File: config.mk
export PLATFORM = sky130hd
export DESIGN_NAME = louver_command_frame_builder_flat
export DESIGN_NICKNAME = d
export VERILOG_FILES = /design/src/sv/lcfb_pkg.sv /design/src/sv/lcfb_in_if.sv /design/src/sv/lcfb_out_if.sv /design/src/sv/louver_command_frame_builder.sv /design/src/sv/lcfb_front.sv /design/src/sv/lcfb_queue.sv /design/src/sv/lcfb_back.sv /design/src/flat_wrapper.sv
export SDC_FILE = /design/constraint.sdc
export NUM_CORES = 1
export LEC_CHECK = 0
export ABC_AREA = 1
export BUFFER_PORTS_ARGS = -buffer_cell sky130_fd_sc_hd__buf_4
export CORE_ASPECT_RATIO = 1.25
export CORE_UTILIZATION = 45
export CTS_BUF_LIST = sky130_fd_sc_hd__clkbuf_4
export CTS_CLUSTER_DIAMETER = 120
export DETAILED_ROUTE_END_ITERATION = 7
export GPL_ROUTABILITY_DRIVEN = 0
export GPL_TIMING_DRIVEN = 0
export MAX_ROUTING_LAYER = met4
export PLACE_DENSITY = 0.71
export SLEW_MARGIN = 20
export SYNTH_ARGS = -nofsm -noshare
export SYNTH_HDL_FRONTEND = slang
export SYNTH_SLANG_ARGS = --single-unit
File: constraint.sdc
create_clock -name clk -period 2.95 [get_ports clk]
set_input_delay 0.1475 -clock clk [delete_from_list [all_inputs] [get_ports clk]]
set_output_delay 0.1475 -clock clk [all_outputs]
set_load 0.02 [all_outputs]
File: src/sv/lcfb_pkg.sv
package lcfb_pkg;

  localparam int POS_IN_W    = 3;
  localparam int RAW_W       = 7;
  localparam int BYTE_W      = 8;
  localparam int FRAME_LEN   = 23;
  localparam int IDX_W       = $clog2(FRAME_LEN);
  localparam int QUEUE_DEPTH = 2;

  localparam logic [BYTE_W-1:0] CRC_POLY = 8'h8C;

  typedef logic [IDX_W-1:0]    pos_t;
  typedef logic [BYTE_W-1:0]   byte_t;
  typedef logic [POS_IN_W-1:0] louver_idx_t;
  typedef logic [RAW_W-1:0]    raw_t;

  // frame byte positions
  localparam pos_t POS_CRC_FIRST = 5'd10;
  localparam pos_t POS_VRAW      = 5'd15;
  localparam pos_t POS_HRAW      = 5'd19;
  localparam pos_t POS_ID        = 5'd20;
  localparam pos_t POS_CRC       = 5'd21;
  localparam pos_t POS_SUM       = 5'd22;

  // fixed part of the frame; variable positions hold zero
  localparam byte_t FRAME_TPL [FRAME_LEN] = '{
    8'hAA, 8'h16, 8'hAC, 8'h82, 8'h00, 8'h00, 8'h00, 8'h00,
    8'h02, 8'h02, 8'hB0, 8'h02, 8'h09, 8'h00, 8'h01, 8'h00,
    8'h0A, 8'h00, 8'h01, 8'h00, 8'h00, 8'h00, 8'h00
  };

  typedef struct packed {
    logic  rejected;
    raw_t  vraw;
    raw_t  hraw;
    byte_t msg_id;
  } cmd_t;

endpackage

File: src/sv/lcfb_in_if.sv
interface lcfb_in_if;
  import lcfb_pkg::*;

  logic        valid;
  logic        ready;
  louver_idx_t vertical_position;
  louver_idx_t horizontal_position;

  modport source (output valid, vertical_position, horizontal_position, input ready);
  modport sink   (input valid, vertical_position, horizontal_position, output ready);
endinterface

File: src/sv/lcfb_out_if.sv
interface lcfb_out_if;
  import lcfb_pkg::*;

  logic  valid;
  logic  ready;
  byte_t frame_byte;
  logic  last;
  logic  rejected;

  modport source (output valid, frame_byte, last, rejected, input ready);
  modport sink   (input valid, frame_byte, last, rejected, output ready);
endinterface

File: src/sv/louver_command_frame_builder.sv
// Louver command frame builder. Each input transaction carries a vertical and
// a horizontal louver index (1..5). A valid pair produces 23 output
// transactions, one frame byte each, ending in a reflected CRC-8 over bytes
// 10..20 and a negated checksum over bytes 1..21, with last set on the final
// byte; the 8-bit message id then advances. An index outside 1..5 produces a
// single output transaction with frame_byte 0, last and rejected set, and
// leaves the id alone. Frames leave at one byte per cycle while the receiver
// keeps ready high, a rate set by the byte-serial output stage. The front end
// classifies and stamps requests into a QDEPTH-entry command queue, so up to
// QDEPTH requests are taken while a frame is still going out. A first byte
// passes through the queue entry, cur_r and the output register obyte_r.
module louver_command_frame_builder #(
  parameter int QDEPTH = lcfb_pkg::QUEUE_DEPTH
) (
  input  logic        clk,
  input  logic        rst_n,
  lcfb_in_if.sink     in_if,
  lcfb_out_if.source  out_if
);
  import lcfb_pkg::*;

  logic q_push, q_ready, q_pop, q_valid;
  cmd_t q_wdata, q_rdata;

  lcfb_front u_front (
    .clk    (clk),
    .rst_n  (rst_n),
    .in_if  (in_if),
    .q_push (q_push),
    .q_data (q_wdata),
    .q_ready(q_ready)
  );

  lcfb_queue #(
    .DEPTH(QDEPTH)
  ) u_queue (
    .clk       (clk),
    .rst_n     (rst_n),
    .push      (q_push),
    .push_data (q_wdata),
    .push_ready(q_ready),
    .pop       (q_pop),
    .pop_data  (q_rdata),
    .pop_valid (q_valid)
  );

  lcfb_back u_back (
    .clk    (clk),
    .rst_n  (rst_n),
    .q_valid(q_valid),
    .q_data (q_rdata),
    .q_pop  (q_pop),
    .out_if (out_if)
  );

`ifndef NO_ASSERTIONS
  a_rej_single: assert property (@(posedge clk) disable iff (!rst_n)
    out_if.valid && out_if.rejected |-> out_if.last && (out_if.frame_byte == '0))
    else $error("rejection not a single zero byte");

  a_class: assert property (@(posedge clk) disable iff (!rst_n)
    q_push && !q_wdata.rejected |-> (q_wdata.vraw != '0) && (q_wdata.hraw != '0)
      && (in_if.vertical_position != '0) && (in_if.horizontal_position != '0))
    else $error("invalid index queued as a frame");

  a_id_step: assert property (@(posedge clk) disable iff (!rst_n)
    q_push && !q_wdata.rejected ##1 q_push && !q_wdata.rejected
      |-> q_wdata.msg_id == $past(q_wdata.msg_id) + 8'd1)
    else $error("message id did not advance");
`endif

endmodule

File: src/sv/lcfb_front.sv
module lcfb_front (
  input  logic          clk,
  input  logic          rst_n,
  lcfb_in_if.sink       in_if,
  output logic          q_push,
  output lcfb_pkg::cmd_t q_data,
  input  logic          q_ready
);
  import lcfb_pkg::*;

  byte_t msg_cnt_r, msg_cnt_nxt;
  raw_t  vraw, hraw;

  function automatic raw_t idx_to_raw(input louver_idx_t idx);
    raw_t r;
    case (idx)
      3'd1:    r = 7'd1;
      3'd2:    r = 7'd25;
      3'd3:    r = 7'd50;
      3'd4:    r = 7'd75;
      3'd5:    r = 7'd100;
      default: r = '0;
    endcase
    return r;
  endfunction

  assign vraw        = idx_to_raw(in_if.vertical_position);
  assign hraw        = idx_to_raw(in_if.horizontal_position);
  assign in_if.ready = q_ready;
  assign q_push      = in_if.valid && q_ready;

  always_comb begin
    q_data.rejected = (vraw == '0) || (hraw == '0);
    q_data.vraw     = vraw;
    q_data.hraw     = hraw;
    q_data.msg_id   = msg_cnt_r;
    msg_cnt_nxt     = msg_cnt_r;
    if (q_push && !q_data.rejected) begin
      msg_cnt_nxt = msg_cnt_r + 8'd1;
    end
  end

  always_ff @(posedge clk) begin
    if (!rst_n) begin
      msg_cnt_r <= '0;
    end else begin
      msg_cnt_r <= msg_cnt_nxt;
    end
  end

endmodule

File: src/sv/lcfb_queue.sv
module lcfb_queue #(
  parameter int DEPTH = lcfb_pkg::QUEUE_DEPTH
) (
  input  logic           clk,
  input  logic           rst_n,
  input  logic           push,
  input  lcfb_pkg::cmd_t push_data,
  output logic           push_ready,
  input  logic           pop,
  output lcfb_pkg::cmd_t pop_data,
  output logic           pop_valid
);
  import lcfb_pkg::*;

  localparam int AW = $clog2(DEPTH);
  localparam int CW = $clog2(DEPTH + 1);

  cmd_t          entry_r [DEPTH];
  logic [AW-1:0] wr_ptr_r, wr_ptr_nxt;
  logic [AW-1:0] rd_ptr_r, rd_ptr_nxt;
  logic [CW-1:0] count_r, count_nxt;
  logic          do_push, do_pop;

  assign push_ready = (count_r != CW'(DEPTH));
  assign pop_valid  = (count_r != '0);
  assign pop_data   = entry_r[rd_ptr_r];
  assign do_push    = push && push_ready;
  assign do_pop     = pop && pop_valid;

  always_comb begin
    wr_ptr_nxt = wr_ptr_r;
    rd_ptr_nxt = rd_ptr_r;
    count_nxt  = count_r;
    if (do_push) begin
      wr_ptr_nxt = (wr_ptr_r == AW'(DEPTH - 1)) ? '0 : wr_ptr_r + AW'(1);
    end
    if (do_pop) begin
      rd_ptr_nxt = (rd_ptr_r == AW'(DEPTH - 1)) ? '0 : rd_ptr_r + AW'(1);
    end
    if (do_push && !do_pop) begin
      count_nxt = count_r + CW'(1);
    end else if (do_pop && !do_push) begin
      count_nxt = count_r - CW'(1);
    end
  end

  always_ff @(posedge clk) begin
    if (!rst_n) begin
      wr_ptr_r <= '0;
      rd_ptr_r <= '0;
      count_r  <= '0;
    end else begin
      wr_ptr_r <= wr_ptr_nxt;
      rd_ptr_r <= rd_ptr_nxt;
      count_r  <= count_nxt;
    end
  end

  always_ff @(posedge clk) begin
    if (do_push) begin
      entry_r[wr_ptr_r] <= push_data;
    end
  end

endmodule

File: src/sv/lcfb_back.sv
module lcfb_back (
  input  logic           clk,
  input  logic           rst_n,
  input  logic           q_valid,
  input  lcfb_pkg::cmd_t q_data,
  output logic           q_pop,
  lcfb_out_if.source     out_if
);
  import lcfb_pkg::*;

  cmd_t  cur_r, cur_nxt;
  logic  busy_r, busy_nxt;
  pos_t  idx_r, idx_nxt;
  byte_t crc_r, crc_nxt;
  byte_t sum_r, sum_nxt;
  logic  ov_r, ov_nxt;
  byte_t obyte_r, obyte_nxt;
  logic  olast_r, olast_nxt;
  logic  orej_r, orej_nxt;

  logic  emit, is_last;
  byte_t cur_byte;

  function automatic byte_t crc8_step(input byte_t crc_in, input byte_t v);
    byte_t c;
    logic  mix;
    c = crc_in;
    for (int b = 0; b < BYTE_W; b++) begin
      mix = c[0] ^ v[b];
      c   = c >> 1;
      if (mix) begin
        c = c ^ CRC_POLY;
      end
    end
    return c;
  endfunction

  assign emit    = busy_r && (!ov_r || out_if.ready);
  assign is_last = cur_r.rejected || (idx_r == POS_SUM);
  assign q_pop   = q_valid && (!busy_r || (emit && is_last));

  always_comb begin
    cur_byte = FRAME_TPL[idx_r];
    if (cur_r.rejected) begin
      cur_byte = '0;
    end else if (idx_r == POS_VRAW) begin
      cur_byte = {1'b0, cur_r.vraw};
    end else if (idx_r == POS_HRAW) begin
      cur_byte = {1'b0, cur_r.hraw};
    end else if (idx_r == POS_ID) begin
      cur_byte = cur_r.msg_id;
    end else if (idx_r == POS_CRC) begin
      cur_byte = crc_r;
    end else if (idx_r == POS_SUM) begin
      cur_byte = 8'd0 - sum_r;
    end
  end

  always_comb begin
    cur_nxt   = cur_r;
    busy_nxt  = busy_r;
    idx_nxt   = idx_r;
    crc_nxt   = crc_r;
    sum_nxt   = sum_r;
    ov_nxt    = ov_r;
    obyte_nxt = obyte_r;
    olast_nxt = olast_r;
    orej_nxt  = orej_r;

    if (emit) begin
      ov_nxt    = 1'b1;
      obyte_nxt = cur_byte;
      olast_nxt = is_last;
      orej_nxt  = cur_r.rejected;
    end else if (out_if.ready) begin
      ov_nxt = 1'b0;
    end

    if (q_pop) begin
      cur_nxt  = q_data;
      busy_nxt = 1'b1;
      idx_nxt  = '0;
      crc_nxt  = '0;
      sum_nxt  = '0;
    end else if (emit && is_last) begin
      busy_nxt = 1'b0;
    end else if (emit) begin
      idx_nxt = idx_r + IDX_W'(1);
      if (idx_r inside {[5'd1:POS_CRC]}) begin
        sum_nxt = sum_r + cur_byte;
      end
      if (idx_r inside {[POS_CRC_FIRST:POS_ID]}) begin
        crc_nxt = crc8_step(crc_r, cur_byte);
      end
    end
  end

  always_ff @(posedge clk) begin
    if (!rst_n) begin
      busy_r <= 1'b0;
      ov_r   <= 1'b0;
    end else begin
      busy_r <= busy_nxt;
      ov_r   <= ov_nxt;
    end
  end

  always_ff @(posedge clk) begin
    cur_r   <= cur_nxt;
    idx_r   <= idx_nxt;
    crc_r   <= crc_nxt;
    sum_r   <= sum_nxt;
    obyte_r <= obyte_nxt;
    olast_r <= olast_nxt;
    orej_r  <= orej_nxt;
  end

  assign out_if.valid      = ov_r;
  assign out_if.frame_byte = obyte_r;
  assign out_if.last       = olast_r;
  assign out_if.rejected   = orej_r;

endmodule

File: src/flat_wrapper.sv
// flat-port wrapper written by rule: the top's interface ports become plain ports
module louver_command_frame_builder_flat import lcfb_pkg::*;
#(
  parameter int QDEPTH = lcfb_pkg::QUEUE_DEPTH
)
  (clk, rst_n, in_if_valid, in_if_vertical_position, in_if_horizontal_position, in_if_ready, out_if_valid, out_if_frame_byte, out_if_last, out_if_rejected, out_if_ready);
  lcfb_in_if in_if_i ();
  lcfb_out_if out_if_i ();
  input  logic clk;
  input  logic rst_n;
  input wire logic [$bits(in_if_i.valid)-1:0] in_if_valid;
  input wire logic [$bits(in_if_i.vertical_position)-1:0] in_if_vertical_position;
  input wire logic [$bits(in_if_i.horizontal_position)-1:0] in_if_horizontal_position;
  output wire logic [$bits(in_if_i.ready)-1:0] in_if_ready;
  output wire logic [$bits(out_if_i.valid)-1:0] out_if_valid;
  output wire logic [$bits(out_if_i.frame_byte)-1:0] out_if_frame_byte;
  output wire logic [$bits(out_if_i.last)-1:0] out_if_last;
  output wire logic [$bits(out_if_i.rejected)-1:0] out_if_rejected;
  input wire logic [$bits(out_if_i.ready)-1:0] out_if_ready;
  assign in_if_i.valid = in_if_valid;
  assign in_if_i.vertical_position = in_if_vertical_position;
  assign in_if_i.horizontal_position = in_if_horizontal_position;
  assign in_if_ready = in_if_i.ready;
  assign out_if_valid = out_if_i.valid;
  assign out_if_frame_byte = out_if_i.frame_byte;
  assign out_if_last = out_if_i.last;
  assign out_if_rejected = out_if_i.rejected;
  assign out_if_i.ready = out_if_ready;
  louver_command_frame_builder #(.QDEPTH(QDEPTH)) u_core (.clk(clk), .rst_n(rst_n), .in_if(in_if_i), .out_if(out_if_i));
endmodule
==> impl_metrics.csv, run 1 <==
group,metric,value,unit
status,status,"finished, violations left",
status,violations,"negative setup slack",
yosys,ys_warn_count,0,
floorplan,num_rows,46,
global_route,grt_pass1_wl,22400,um
clocking,path_clk_slew,0.12,ns
critical_path,path_class,"flip-flop to flip-flop",
global_route,grt_use_total,21.7,%
power_and_ir_drop,fin_total_pwr,5.80,mW
worst_hold_path,hold_class,"primary input to flip-flop",
yosys,synth.avg_cell_area,8.66,um2
power_and_ir_drop,max-vdd-ir-drop,459,uV
yosys,synth.largest_area_cell,"edfxtp_1",
routing,drcViolationCount,0,
global_route,grt_pass1_vias,4896,
worst_hold_path,worstHoldPathCells,3,
floorplan,fp.dieW,104,um
global_route,grt_max_degree,17,
timing,finalHoldViolations,0,
finish,fill_cells,1074,
clocking,clk_latency,0.52,ns
timing,worst_slew_pin_slew,1.09,ns
critical_path,worstPathRequired,3.40,ns
yosys,ys_async_sr_fraction,0,%
yosys,synth_area_leaders,"edfxtp_1 (40%), nand2_1 (12%), dfxtp_1 (12%), inv_1 (5.2%), nand3_1 (4.3%)",
timing,grt_setup_unrepaired,"yes",
timing,slew_violations,0,
global_route,grt-ovfl-total,0,
timing,fin_crit_sh,103,%
placed_design,io_buffers,20,
finish,final_nets,795,
floorplan,die_y,130,um
routing,ant_nets,0,
routing,drtIter0Drc,251,
routing,drt-pass1-iter-count,6,
critical_path,cp_max_fo,9,
finish,syn2layout_area_growth,22.4,%
routing,via_count,4893,
yosys,synth-seq-area-share,52.2,%
critical_path,end_kind,"flip-flop",
floorplan,core_area,12700,um2
clocking,cts_made_buffers,17,
yosys,netlist_area,5880,um2
timing,skew,0.0193,ns
finish,layout.cells.non_filler,946,
floorplan,ios,22,
floorplan,dieArea,13500,um2
critical_path,r2r_cells,24,
placed_design,placed_cells,869,
yosys,yosysMostFrequentCell,"nand2_1",
critical_path,startpoint_type,"flip-flop",
yosys,ys_top_cells_by_count,"nand2_1 (187), inv_1 (82), edfxtp_1 (79), nand3_1 (51), nor2_1 (50)",
power_and_ir_drop,power.density,805,nW/um2
yosys,syn_nets,709,
finish,multiInputGateArea,2650,um2
timing,fin_ws,-0.0990,ns
yosys,ys_seq_elements,114,
routing,viasPerCell,5.17,
floorplan,start_util,46.3,%
finish,drive_gt1_share,24.9,%
power_and_ir_drop,p_leak,3.19,nW
job,maxCapViolations,0,
timing,setup_viol,1,
clocking,cts_tree,"built",
critical_path,critPathLaunch,"u_core.u_back.idx_r[1]",
worst_hold_path,hold_start,"rst_n",
critical_path,arrival,3.50,ns
yosys,synth_top_area_share,40.3,%
timing,fmax,0.328,GHz
clocking,clock-sinks,114,
clocking,clock_path_buffers,2,
placed_design,dp_hpwl,9030,um
timing,timing.final.crit_period,3.05,ns
yosys,synth_edf_count,79,
clocking,h-tree-depth,4,
finish,final-seq-area,3090,um2
routing,wl_per_cell,14.4,um
timing,finalSetupTns,-0.0990,ns
timing,relSlewSlack,26.9,%
global_route,antenna_found_initial,0,
yosys,synth_cells,679,
yosys,synth_cell_types,42,
clocking,root_buffer,"clkbuf_4",
critical_path,worstReg2RegStart,"u_core.u_back.idx_r[1]",
yosys,synth_flop_cell,"edfxtp_1",
finish,antenna_cells,0,
routing,wl,13600,um
[final timing paths]
kind	end	slack (ns)
max reg2reg	u_core.u_back.sum_r[7]	-0.1
min reg2reg	u_core.u_queue.entry_r[0][6]	0.47
max	u_core.u_back.sum_r[7]	-0.1
min	u_core.u_front.msg_cnt_r[3]	0.02
[state kept, by name, summed over array words and instances, names as in the netlist]
register,cells
u_core.u_back.out_if.last,1
u_core.u_queue.count_r,2
u_core.u_front.msg_cnt_r,8
u_core.u_back.sum_r,8
u_core.u_queue.wr_ptr_r,1
u_core.u_back.cur_r,23
u_core.u_back.out_if.valid,1
u_core.u_back.out_if.rejected,1
u_core.u_queue.entry_r,46
u_core.u_back.crc_r,8
u_core.u_back.out_if.frame_byte,8
u_core.u_queue.rd_ptr_r,1
u_core.u_back.idx_r,5
u_core.u_back.busy_r,1
[power breakdown]
part / leakage (nW) / switching, mW / internal (mW)
sequential: 1.05 / 0.196 / 2.22
combinational: 2.02 / 1.54 / 0.845
clock: 0.125 / 0.649 / 0.351
total: 3.19 / 2.38 / 3.41
[final cells by class]
cell class	instances	area share [%]
multi-input combinational	462	36.8
sequential	114	43.0
timing repair buffer	66	7.79
clock buffer	18	1.88
buffer	11	0.956
inverter	93	5.20
tap	168	2.92
clock inverter	14	1.46
[cells in the final DEF (no fill, tap or decap), types with 4 or more instances in the layout]
| cell | instances |
|---|---|
| ha_1 | 10 |
| nor2_2 | 6 |
| o21ai_1 | 6 |
| clkbuf_4 | 18 |
| o21ai_0 | 31 |
| nand2_1 | 183 |
| buf_4 | 49 |
| nand2_2 | 19 |
| dfxtp_4 | 5 |
| nand3_2 | 4 |
| edfxtp_1 | 79 |
| a21oi_1 | 41 |
| nand2_4 | 6 |
| inv_6 | 8 |
| nor2_4 | 6 |
| ha_4 | 8 |
| dlygate4sd3_1 | 7 |
| xor2_1 | 8 |
| inv_1 | 70 |
| clkbuf_1 | 6 |
| a21oi_2 | 5 |
| dfxtp_1 | 28 |
| inv_4 | 4 |
| inv_2 | 16 |
| nor2_1 | 43 |
| buf_6 | 11 |
| nand3_1 | 49 |
| nor3_1 | 5 |
[what timing repair did]
item	in CTS	in global routing
pin swaps	14	16
setup buffers	29	12
cloned	2	0
hold buffers	7	0
gates resized for setup	40	45
endpoints found under the hold margin	17	0
setup endpoints to repair	13	6
[critical path: stages (launching register included)]
cell	delay (ns)
dfxtp_4	0.43
ha_4	0.18
inv_6	0.05
nor3_4	0.23
buf_12	0.16
nand2_1	0.10
nand2_4	0.08
inv_2	0.04
nand2_4	0.08
nand2_4	0.07
inv_4	0.08
ha_4	0.21
a21oi_2	0.14
nand2_2	0.08
a21oi_2	0.14
nor2_2	0.05
o21ai_1	0.13
nand2_1	0.08
a21oi_2	0.14
inv_1	0.05
nor2_1	0.09
nor2_1	0.04
o21ai_1	0.10
o21ai_1	0.08
a21oi_1	0.12
[per-stage QoR]
step | hold WS [ns] | area [um2] | utilization, % | setup slack [ns]
after floorplan | 0.348 | 5910 | - | 0.00712
after global placement | 0.438 | 6270 | 49.3 | -0.795
after detailed placement | 0.443 | 6300 | 49.5 | -0.894
after CTS | 0.0146 | 6960 | 54.7 | -0.0681
after global routing | 0.0904 | 7200 | 56.6 | -0.405
final | 0.0238 | 7200 | 56.6 | -0.0990
[kinds of logic after synthesis]
| group | synth area share [%] |
|---|---|
| and+or+nand+nor | 26.1 |
| DFF | 52.2 |
| buffers and inverters | 7.10 |
| AOI/OAI and AO/OA | 8.40 |
| adders and majority gates | 4.38 |
| xor gates and xnor gates | 1.77 |
[per-layer routing]
layer	up-vias	GRT usage, %	wire, um
met2	159	40.0	7380
met1	2268	21.4	5030
li1	2412	-	-
met3	54	4.95	657
met4	0	11.4	528
met5	-	-	0
Note: power is estimated with default switching activity, not from simulation.
==> run 2, diff against run 1 <==
- SETUP_SLACK_MARGIN: unset -> 0.3
==> impl_metrics.csv, run 2 (synthesis results as in run 1) <==
group,metric,value,unit
power_and_ir_drop,p_seq_share,40.0,%
critical_path,r2r_setup_slack,-0.12,ns
critical_path,r2r_cells,22,
finish,syn2layout_area_growth,22.4,%
worst_hold_path,hold_start,"in_if_valid",
finish,largest_reg_flops,46,
critical_path,worstPathRequired,3.38,ns
routing,drt-pass1-iter-count,5,
clocking,clock-sinks,114,
timing,fmax,0.326,GHz
floorplan,dieArea,13500,um2
power_and_ir_drop,p_switching,2.38,mW
finish,top_register,"u_core.u_queue.entry_r",
critical_path,cp_max_fo,7,
timing,relSlewSlack,34.9,%
finish,final_nets,786,
routing,via_count,4798,
routing,viasPerCell,5.12,
finish,reg_top3,"u_core.u_queue.entry_r (46), u_core.u_back.cur_r (23)",
critical_path,end_kind,"flip-flop",
finish,finish.utilization,56.6,%
power_and_ir_drop,comb_power_share,39.0,%
floorplan,fp.dieW,104,um
global_route,grt_use_total,21.0,%
floorplan,ios,22,
worst_hold_path,worstHoldPathCells,5,
power_and_ir_drop,swShare,39.4,%
power_and_ir_drop,fin_total_pwr,6.05,mW
placed_design,io_buffers,20,
critical_path,arrival,3.50,ns
clocking,cts_tree,"built",
timing,fin_crit_sh,104,%
power_and_ir_drop,power.density,840,nW/um2
timing,fin_ws,-0.119,ns
clocking,clock_path_buffers,2,
floorplan,die_y,130,um
clocking,cts_made_buffers,17,
floorplan,start_util,46.3,%
global_route,grt_pass1_vias,4571,
floorplan,core_area,12700,um2
timing,setup_viol,2,
power_and_ir_drop,max-vdd-ir-drop,401,uV
routing,drcViolationCount,0,
timing,slew_violations,0,
routing,wl_per_cell,14.1,um
critical_path,worstReg2RegStart,"u_core.u_back.idx_r[0]",
finish,drive_gt1_share,24.4,%
finish,fin_area,7200,um2
critical_path,path_class,"flip-flop to flip-flop",
clocking,clk_latency,0.53,ns
power_and_ir_drop,internal_power,3.67,mW
routing,wl,13200,um
clocking,h-tree-depth,4,
worst_hold_path,holdPathEnd,"u_core.u_queue.wr_ptr_r",
timing,timing.final.crit_period,3.07,ns
critical_path,path_common_cell,"buf_4",
global_route,grt_pass1_wl,21300,um
critical_path,crit_chain,"inv_6 > ha_4 > inv_2 > nor2_8 > buf_4 > a21oi_1 > nand2_1 > nand3_2 > nand2_2 > inv_1 > ha_1 > nand3_1 > nand2_2 > buf_4 > buf_4 > buf_4 > buf_4 > buf_4 > buf_4 > buf_6 > xnor2_2 > a21oi_2",
routing,drtIter0Drc,203,
power_and_ir_drop,pwr-share-clk,21.0,%
global_route,antenna_found_initial,1,
placed_design,dp_hpwl,8770,um
timing,worst_slew_pin_slew,0.976,ns
finish,final_cell_mix,"nand2_1 (178), edfxtp_1 (79), inv_1 (70), nand3_1 (49), buf_4 (47)",
finish,fill_cells,1112,
clocking,root_buffer,"clkbuf_4",
worst_hold_path,hold_class,"primary input to flip-flop",
status,status,"finished, violations left",
critical_path,timing.rr.end,"u_core.u_back.sum_r[3]",
critical_path,startpoint_type,"flip-flop",
routing,ant_nets,0,
timing,grt_setup_unrepaired,"yes",
power_and_ir_drop,p_leak,3.18,nW
floorplan,num_rows,46,
global_route,grt-ovfl-total,0,
critical_path,worst_path_largest_cell_delay,0.42,ns
timing,skew,0.0209,ns
status,violations,"negative setup slack",
global_route,grt_max_degree,25,
clocking,path_clk_slew,0.12,ns
placed_design,dpl_cell_area,6350,um2
job,maxCapViolations,0,
critical_path,cp_slowest_cell,"dfxtp_4",
finish,layout_commonest_cell,"nand2_1",
timing,finalHoldViolations,0,
[run 2: cell types whose count changed in the layout (fill, tap and decap cells not counted), moves of 3 or more]
cell,delta
nand2_1,-5
inv_6,-4
o21ai_1,+3
bufinv_16,+3
buf_6,-6
nand2_4,-4
nand2_2,+9
[run 2: timing repair]
action	in CTS	in global routing
gates resized for setup	30	30
hold endpoints to repair	20	0
cloned	2	0
buffers inserted	24	3
setup endpoints to repair	14	10
pin swaps	19	6
hold buffers	9	0
[run 2: per-layer routing]
metal	global-route usage [%]	part of all wire (%)	routed length [um]	vias to the layer above
li1	-	-	-	2391
met2	39.1	55	7230	120
met1	20.3	37	4920	2249
met4	11.3	3.6	471	0
met3	4.45	4.3	567	38
met5	-	0	0	-
[run 2: power groups by stage]
stage | registers, mW | logic [mW] | clock network, mW
2_1_floorplan | 2.44 | 1.45 | 0
3_3_place_gp | 2.43 | 1.94 | 0
3_5_place_dp | 2.44 | 2.03 | 0
4_1_cts | 2.40 | 2.27 | 1.29
5_1_grt | 2.46 | 2.62 | 1.35
6_report | 2.42 | 2.36 | 1.27
[run 2: worst max-delay path: cells and delay by family, from the launching register on]
kind / cells / cell delay (ns)
compound gates: 2 / 0.20
flops: 1 / 0.42
simple gates: 6 / 0.50
xor+xnor: 1 / 0.15
fa+ha+maj: 2 / 0.41
buf+inv: 11 / 1.29
[run 2: per-stage QoR]
stage	setup TNS [ns]	setup WS (ns)	cells	hold WS, ns
CTS	-0.0102	-0.0102	934	0.135
global route	-0.475	-0.241	938	0.205
detailed placement	-1.26	-0.557	867	0.460
finish	-0.166	-0.119	938	0.170
floorplan	0	0.194	679	0.348
global placement	-0.918	-0.449	867	0.434
[run 2: cell type report]
type | count | area, um2 | share of cell area [%]
Antenna cell | 1 | 2.50 | 0.0348
Buffer | 11 | 75.1 | 1.04
Clock buffer | 18 | 135 | 1.88
Clock inverter | 14 | 180 | 2.50
Inverter | 93 | 372 | 5.16
Multi-Input combinational cell | 462 | 2660 | 37.0
Sequential cell | 114 | 3090 | 43.0
Tap cell | 168 | 210 | 2.92
Timing Repair Buffer | 57 | 467 | 6.48
[run 2: how the worst max path moves through the flow]
stage                                 from                        end  slack [ns]  cells past startpoint
floorplan           u_core.u_back.idx_r[0]     u_core.u_back.sum_r[7]        0.19                     25
global placement    u_core.u_back.idx_r[0]  u_core.u_queue.count_r[1]       -0.45                     13
detailed placement  u_core.u_back.idx_r[0]  u_core.u_queue.count_r[1]       -0.56                     13
CTS                 u_core.u_back.idx_r[0]     u_core.u_back.sum_r[7]       -0.01                     25
global route        u_core.u_back.idx_r[1]     u_core.u_back.sum_r[7]       -0.24                     24
finish              u_core.u_back.idx_r[0]     u_core.u_back.sum_r[3]       -0.12                     22
==> run 3, diff against run 2 <==
- PLACE_DENSITY: 0.71 -> 0.69
- clock period: 2.95 -> 3.4 ns (I/O delays scaled with it)
==> impl_metrics.csv, run 3 (synthesis results as in run 1) <==
group,metric,value,unit
finish,fill_cells,1134,
routing,wl,12800,um
placed_design,dp_hpwl,8630,um
finish,layout_commonest_cell,"nand2_1",
floorplan,ios,22,
critical_path,worstPathRequired,3.87,ns
critical_path,startpoint_type,"flip-flop",
floorplan,core_area,12700,um2
critical_path,path_class,"flip-flop to flip-flop",
clocking,cts_tree,"built",
worst_hold_path,hold_class,"primary input to flip-flop",
timing,finalHoldViolations,0,
timing,fin_ws,0.384,ns
routing,drcViolationCount,0,
finish,syn2layout_area_growth,20.7,%
clocking,path_clk_slew,0.11,ns
global_route,grt_use_total,20.5,%
timing,holdWs,0.0396,ns
floorplan,die_y,130,um
clocking,clock-sinks,114,
floorplan,num_rows,46,
placed_design,place_ws,-0.501,ns
clocking,clock_path_buffers,2,
placed_design,io_buffers,20,
clocking,h-tree-depth,4,
critical_path,r2r_setup_slack,0.38,ns
routing,via_count,4680,
critical_path,r2r_cells,25,
finish,antenna_cells,0,
critical_path,critPathLaunch,"u_core.u_back.idx_r[0]",
timing,timing.final.crit_period,3.02,ns
routing,drtIter0Drc,263,
timing,setup_viol,0,
timing,grt_setup_unrepaired,"yes",
routing,ant_nets,0,
finish,reg_top3,"u_core.u_queue.entry_r (46), u_core.u_back.cur_r (23)",
power_and_ir_drop,power.density,728,nW/um2
floorplan,dieArea,13500,um2
power_and_ir_drop,max-vdd-ir-drop,287,uV
timing,fin_crit_sh,88.7,%
timing,relSlewSlack,36.5,%
floorplan,start_util,46.3,%
critical_path,worstSetupEndpoint,"u_core.u_back.sum_r[7]",
global_route,grt-ovfl-total,0,
floorplan,fp.dieW,104,um
finish,drive_gt1_share,23.4,%
status,status,"complete, no violations",
critical_path,cp_max_fo,5,
global_route,antenna_found_initial,0,
job,maxCapViolations,0,
critical_path,worstReg2RegStart,"u_core.u_back.idx_r[0]",
finish,final_nets,783,
finish,layout.cells.non_filler,934,
critical_path,end_kind,"flip-flop",
routing,wl_per_cell,13.8,um
critical_path,arrival,3.48,ns
global_route,grt_max_degree,25,
critical_path,timing.rr.end,"u_core.u_back.sum_r[7]",
finish,final_cell_mix,"nand2_1 (183), edfxtp_1 (79), inv_1 (70), nand3_1 (48), buf_4 (45)",
global_route,grt_pass1_wl,20800,um
timing,slew_violations,0,
power_and_ir_drop,p_leak,3.15,nW
timing,fmax,0.332,GHz
timing,worst_slew_pin_slew,0.953,ns
clocking,clk_latency,0.53,ns
clocking,root_buffer,"clkbuf_4",
finish,final-seq-area,3090,um2
finish,top_register,"u_core.u_queue.entry_r",
placed_design,placed_cells,867,
routing,drt-pass1-iter-count,7,
clocking,cts_made_buffers,17,
finish,largest_reg_flops,46,
global_route,grt_pass1_vias,4481,
routing,viasPerCell,5.01,
timing,skew,0.0172,ns
finish,multiInputGateArea,2630,um2
## run 3: area by class of cell
cell class                      instances  area share, %
Sequential cell                       114           43.6
Multi-Input combinational cell        463           37.0
Timing Repair Buffer                   53           6.01
Inverter                               93           5.23
Tap cell                              168           2.96
Clock inverter                         13           2.26
Clock buffer                           19           2.01
Buffer                                 11          0.969
## run 3: report_power, final
part	leakage, nW	switching (mW)	internal (mW)
Sequential	1.05	0.156	1.93
Combinational	1.95	1.30	0.720
Clock	0.153	0.536	0.524
Total	3.15	2.00	3.17
## run 3: stage by stage
step                area [um2]  util [%]  power [mW]  setup TNS (ns)
floorplan                 5890         -        3.34               0
global route              7100      55.8        5.54               0
finish                    7100      55.8        5.17               0
global placement          6250      49.1        3.76          -0.745
detailed placement        6270      49.3        3.83          -0.969
CTS                       6790      53.4        5.01               0
## run 3: what timing repair did
| action | in CTS | in global routing |
|---|---|---|
| pin swaps | 8 | 22 |
| buffers inserted | 12 | 14 |
| gates cloned | 1 | 2 |
| gates resized for setup | 30 | 44 |
| hold endpoints to repair | 14 | 0 |
| hold buffers | 6 | 0 |
| endpoints found under the setup margin | 13 | 4 |
## run 3: worst min-delay path by stage
| stage | slack (ns) | from | to | cells past startpoint |
|---|---|---|---|---|
| after floorplan | 0.37 | in_if_vertical_position[0] | u_core.u_queue.entry_r[0][18] | 1 |
| after global placement | 0.43 | u_core.u_front.msg_cnt_r[6] | u_core.u_queue.entry_r[1][6] | 0 |
| after detailed placement | 0.45 | u_core.u_front.msg_cnt_r[6] | u_core.u_queue.entry_r[1][6] | 0 |
| after CTS | 0.01 | in_if_horizontal_position[0] | u_core.u_queue.entry_r[0][10] | 3 |
| after global routing | 0.02 | in_if_horizontal_position[0] | u_core.u_queue.entry_r[0][10] | 3 |
| final | 0.04 | in_if_horizontal_position[0] | u_core.u_queue.entry_r[0][8] | 3 |
## run 3: critical path, cell delays in order (launching register included)
cell and delay (ns):
dfxtp_4 0.40, ha_4 0.16, inv_6 0.04, nor3_4 0.18
ha_4 0.19, inv_4 0.05, buf_6 0.13, nand2_2 0.06
inv_2 0.03, nand2_2 0.08, nand2_4 0.07, inv_4 0.07
ha_4 0.21, a21oi_2 0.15, nand2_2 0.07, a21oi_2 0.13
nor2_1 0.07, o21ai_1 0.12, nand2_1 0.07, a21oi_2 0.15
inv_1 0.05, nor2_1 0.10, nor2_1 0.04, o21ai_1 0.10
o21ai_1 0.09, a21oi_1 0.11
## run 3: metal layers
layer	share of wire, %	global-route usage (%)	vias up
met1	40	21.5	2154
met5	0	-	-
li1	-	-	2386
met3	4.0	4.40	26
met2	54	37.0	114
met4	2.2	9.24	0
